<file path="config.mk">
export PLATFORM = sky130hd
export DESIGN_NAME = ole_cell
export DESIGN_NICKNAME = d
export VERILOG_FILES = /design/src/hw/rtl/ole_pkg.sv /design/src/hw/rtl/ole_cell.sv
export SDC_FILE = /design/constraint.sdc
export NUM_CORES = 1
export LEC_CHECK = 0
export BUFFER_PORTS_ARGS = -buffer_cell sky130_fd_sc_hd__buf_2
export CORE_MARGIN = 2
export CORE_UTILIZATION = 35
export DETAILED_ROUTE_END_ITERATION = 6
export MAX_ROUTING_LAYER = met4
export PLACE_DENSITY = 0.76
export SLEW_MARGIN = 0
export SYNTH_ARGS = -nofsm -noshare
export SYNTH_HDL_FRONTEND = slang
export SYNTH_SLANG_ARGS = --single-unit
</file>
<file path="constraint.sdc">
create_clock -name clk -period 3.3 [get_ports clk]
set_clock_uncertainty 0.1 [all_clocks]
set_input_delay 0.33 -clock clk [delete_from_list [all_inputs] [get_ports clk]]
set_output_delay 0.33 -clock clk [all_outputs]
set_load 0.005 [all_outputs]
</file>
<file path="src/hw/rtl/ole_pkg.sv">
// Shared types and constants of the ordered list engine.
package ole_pkg;

  localparam int unsigned DATA_W   = 32;
  localparam int unsigned POS_W    = 6;
  localparam int unsigned CNT_W    = 7;
  localparam int unsigned GRP_SIZE = 16;
  localparam int unsigned GRP_BITS = 4;

  typedef enum logic [2:0] {
    REQ_INSERT_AT    = 3'd0,
    REQ_INSERT_FRONT = 3'd1,
    REQ_INSERT_BACK  = 3'd2,
    REQ_DELETE_AT    = 3'd3,
    REQ_DELETE_FRONT = 3'd4,
    REQ_DELETE_BACK  = 3'd5,
    REQ_SEARCH       = 3'd6,
    REQ_READ_AT      = 3'd7
  } req_t;

  typedef enum logic [1:0] {
    ST_OK        = 2'd0,
    ST_FULL      = 2'd1,
    ST_RANGE     = 2'd2,
    ST_NOT_FOUND = 2'd3
  } status_t;

  typedef enum logic [2:0] {
    CELL_HOLD    = 3'd0,
    CELL_INSERT  = 3'd1,
    CELL_DELETE  = 3'd2,
    CELL_MARK_EQ = 3'd3,
    CELL_MARK_AT = 3'd4
  } cell_op_t;

  typedef struct packed {
    req_t                     req_type;
    logic signed [DATA_W-1:0] item_value;
    logic [POS_W-1:0]         position;
  } in_t;

  typedef struct packed {
    status_t                  status;
    logic [POS_W-1:0]         result_position;
    logic signed [DATA_W-1:0] result_value;
    logic [CNT_W-1:0]         entry_count;
  } out_t;

  typedef struct packed {
    logic done;
    logic found;
  } scan_stat_t;

endpackage

</file>
<file path="src/hw/rtl/ole_cell.sv">
// One list cell: holds one entry, shifts with its neighbors and flags matches.
module ole_cell #(
  parameter int unsigned IDX = 0,
  parameter int unsigned IW  = 6,
  parameter int unsigned LW  = 7
) (
  input  logic                         clk,
  input  ole_pkg::cell_op_t            op,
  input  logic [IW-1:0]                tgt,
  input  logic [LW-1:0]                len,
  input  logic [ole_pkg::DATA_W-1:0]   key,
  input  logic [ole_pkg::DATA_W-1:0]   left_val,
  input  logic [ole_pkg::DATA_W-1:0]   right_val,
  output logic [ole_pkg::DATA_W-1:0]   val,
  output logic                         flag
);

  localparam logic [IW-1:0] MY_IDX = IW'(IDX);
  localparam logic [LW-1:0] MY_CNT = LW'(IDX);

  logic [ole_pkg::DATA_W-1:0] val_r;
  logic                       flag_r;

  always_ff @(posedge clk) begin
    case (op)
      ole_pkg::CELL_INSERT: begin
        if (MY_IDX > tgt) begin
          val_r <= left_val;
        end else if (MY_IDX == tgt) begin
          val_r <= key;
        end
      end
      ole_pkg::CELL_DELETE: begin
        if (MY_IDX >= tgt) begin
          val_r <= right_val;
        end
      end
      ole_pkg::CELL_MARK_EQ: begin
        flag_r <= (val_r == key) && (MY_CNT < len);
      end
      ole_pkg::CELL_MARK_AT: begin
        flag_r <= (MY_IDX == tgt);
      end
      default: begin
      end
    endcase
  end

  assign val  = val_r;
  assign flag = flag_r;

endmodule

</file>
==> key figures <==
Setup path
  • Critical Path Start: tgt[3]
  • Type of element launching the critical path: input port
  • Reg2reg path depth: 5
  • CP endpoint kind: flop
  • FF-to-FF setup slack: 1.54 ns
  • CP max FO: 27
  • Worst flop-to-flop path endpoint: flag
  • Arrival time at the worst endpoint: 1.67 ns
  • Critical path class: in -> reg
  • R2R Path Start: val[29]
  • Required time of the worst setup path: 3.14 ns
  • Capturing element of the worst setup path: val[20]

Power and ir drop
  • Leakage power total: 1.04 nW
  • Switching fraction of total power: 21.8%
  • Fraction of power consumed by combinational cells: 14.2%
  • Clk pwr share: 32.4%
  • Power share of the sequential group: 53.4%
  • Switching pwr: 190 µW
  • Peak supply drop: 254 µV
  • Total internal power: 685 µW
  • Power per cell area: 342 nW/µm²

Drt
  • Number of iterations in the first detailed-routing pass: 4
  • Total length of routed wires: 4320 µm
  • Number of vias in the routed layout: 1442
  • Remaining antenna violation count: 0
  • Post-detailed-route via-to-cell ratio: 4.56
  • DRC violation total after the first TritonRoute iteration: 41
  • Residual DRC count: 0
  • Routed wire length per instance: 13.7 µm

CTS
  • Number of clock sinks: 33
  • Buffer type at the clock tree root: sky130_fd_sc_hd__clkbuf_8
  • Clk_lat worst skew: 0.28 ns
  • Clock slew at the register clock pins of the worst setup and hold paths: 0.07 ns
  • Number of clock buffers inserted by TritonCTS: 5
  • Clock tree from TritonCTS: built
  • Number of cells upsized or downsized after cts: 0
  • Max clock buf depth: 2
  • Cts hold-fix bufs: 0
  • Post-CTS setup buffers: 0
  • Clock H-tree levels: 2

Global routing
  • GR Util All Layers: 15.9%
  • Largest net degree at the start of global routing: 28
  • Global-route wire length before repair: 6910 µm
  • Leftover overflow at the end of global routing: 0
  • Via count of the first global-routing pass: 1503
  • Number of antenna violations at the first check in global routing: 0

Placement
  • Number of buffers added on ports: 113
  • Post-place setup slack: 1.16 ns
  • Placer Congestion: 0.770

Finish
  • Layout cells sized above 1: 63.4%
  • Final net count: 359
  • Most common cell after layout, fill and taps aside: sky130_fd_sc_hd__buf_2
  • Count of filler cells inserted in the layout: 470
  • Area of combinational cells with multiple inputs: 815 µm²
  • N_diodes: 0
  • Most frequent cells in the layout: 113 x sky130_fd_sc_hd__buf_2, 33 x sky130_fd_sc_hd__edfxtp_1, 32 x sky130_fd_sc_hd__mux2_2
  • Post-route core utilization: 50.7%
  • Register cell area after layout: 991 µm²
  • Area added between synthesis and finish: 41.3%

Logic synthesis
  • Syn nets: 239
  • Number of storage elements in the synthesis netlist: 33
  • Warning count from the yosys run: 0
  • Proportion of synthesized chip area in sequential cells: 54.7%
  • Synthesized area divided by synthesized cell count: 14.4 µm²
  • Number of distinct library cells after synthesis: 15
  • Synthesized netlist cell count: 126
  • Synthesized cell area: 1810 µm²

Floorplan
  • Die Wd: 75.9 µm
  • Num rows: 26
  • Boundary Pins: 146
  • Y dimension of the die: 75.9 µm
  • Core region area: 5040 µm²
  • Area enclosed by the die boundary: 5760 µm²
  • Initial cell density of the core: 35.9%

Run status
  • Run status: finished, final reports clean

Timing
  • Fraction of the cycle the final worst path needs: 55.4%
  • Highest achievable clock rate: 547 MHz
  • Hold violation total from the final report: 0
  • Final setup TNS: 0 ns
  • Fin worst setup slack: 1.47 ns
  • Final slew viol count: 0
  • Period minus WS final: 1.83 ns
  • Rel. slew slack: 64.7%
  • RSZ-0062 raised after global routing: false
  • Count of final setup violators: 0
  • Slew at the pin with the worst max-slew slack: 0.529 ns

Flow run
  • Number of violations of the max-capacitance limit: 0

Min path
  • Path type of the worst min-delay path: in -> reg
## cell usage after synthesis
cell type	count	share of area, %
sky130_fd_sc_hd__a21o_1	1	0.41
sky130_fd_sc_hd__buf_4	3	1.2
sky130_fd_sc_hd__edfxtp_1	33	55
sky130_fd_sc_hd__mux2_2	32	20
sky130_fd_sc_hd__nand2_1	4	0.83
sky130_fd_sc_hd__nand3_1	1	0.28
sky130_fd_sc_hd__nand4_1	6	2.1
sky130_fd_sc_hd__nor2_1	3	0.62
sky130_fd_sc_hd__nor3_1	2	0.55
sky130_fd_sc_hd__nor3b_2	1	0.69
sky130_fd_sc_hd__nor4_1	5	1.7
sky130_fd_sc_hd__nor4_2	1	0.69
sky130_fd_sc_hd__o21ai_0	1	0.28
sky130_fd_sc_hd__xnor2_1	24	12
sky130_fd_sc_hd__xor2_1	9	4.4
## kinds of logic (layout without fill, tap and decap cells)
group                     after synthesis  in the layout  synth area share (%)
AOI/OAI and AO/OA                       2              2                 0.691
xor gates and xnor gates               33             33                  16.0
DFF                                    33             33                  54.7
muxes                                  32             32                  19.9
and+or+nand+nor                        23             23                  7.46
buffers and inverters                   3            123                  1.24
## sequential cells by signal (all words and copies together), names as in the netlist
register	cells
flag	1
val	32
## worst min path at each step
| stage | end | cells past startpoint | from | slack [ns] |
|---|---|---|---|---|
| finish | val[12] | 2 | right_val[12] | 0.25 |
| CTS | val[12] | 2 | right_val[12] | 0.24 |
| detailed placement | val[12] | 2 | right_val[12] | 0.53 |
| global route | val[4] | 2 | right_val[4] | 0.24 |
| floorplan | val[0] | 1 | key[0] | 0.45 |
| global placement | val[17] | 2 | right_val[17] | 0.53 |
## critical path, cell delays in order
cell                      delay, ns
sky130_fd_sc_hd__buf_2         0.09
sky130_fd_sc_hd__nor4_1        0.29
sky130_fd_sc_hd__nand2_1       0.17
sky130_fd_sc_hd__nor3_4        0.35
sky130_fd_sc_hd__buf_4         0.42
## per-layer routing
| metal | vias to the layer above | wire length [µm] | global-route usage [%] |
|---|---|---|---|
| met5 | - | 0 | - |
| met4 | 0 | 45 | 5.45 |
| met3 | 4 | 380 | 5.83 |
| met2 | 78 | 2090 | 25.7 |
| met1 | 651 | 1800 | 18.4 |
| li1 | 709 | - | - |
## area by class of cell
class	count	share of cell area (%)
clock buffer	6	2.84
clock inverter	1	0.147
multi-input combinational	90	31.8
sequential	33	38.7
tap	70	3.42
timing repair buffer	116	23.0
## through the flow
| step | hold slack (ns) | total power, mW | cell area [µm²] | instances |
|---|---|---|---|---|
| 6_report | 0.250 | 0.875 | 2560 | 316 |
| 3_5_place_dp | 0.535 | 0.602 | 2480 | 309 |
| 3_3_place_gp | 0.530 | 0.599 | 2480 | 309 |
| 4_1_cts | 0.237 | 0.888 | 2560 | 316 |
| 2_1_floorplan | 0.450 | 0.535 | 1820 | 126 |
| 5_1_grt | 0.237 | 0.920 | 2560 | 316 |
## power groups by stage
stage	clock, mW	combinational [mW]	sequential (mW)
after floorplan	0	0.0579	0.477
after global placement	0	0.122	0.476
after detailed placement	0	0.126	0.476
after CTS	0.296	0.126	0.467
after global routing	0.315	0.137	0.467
final	0.283	0.124	0.467
(Power assumes the default switching activity.)
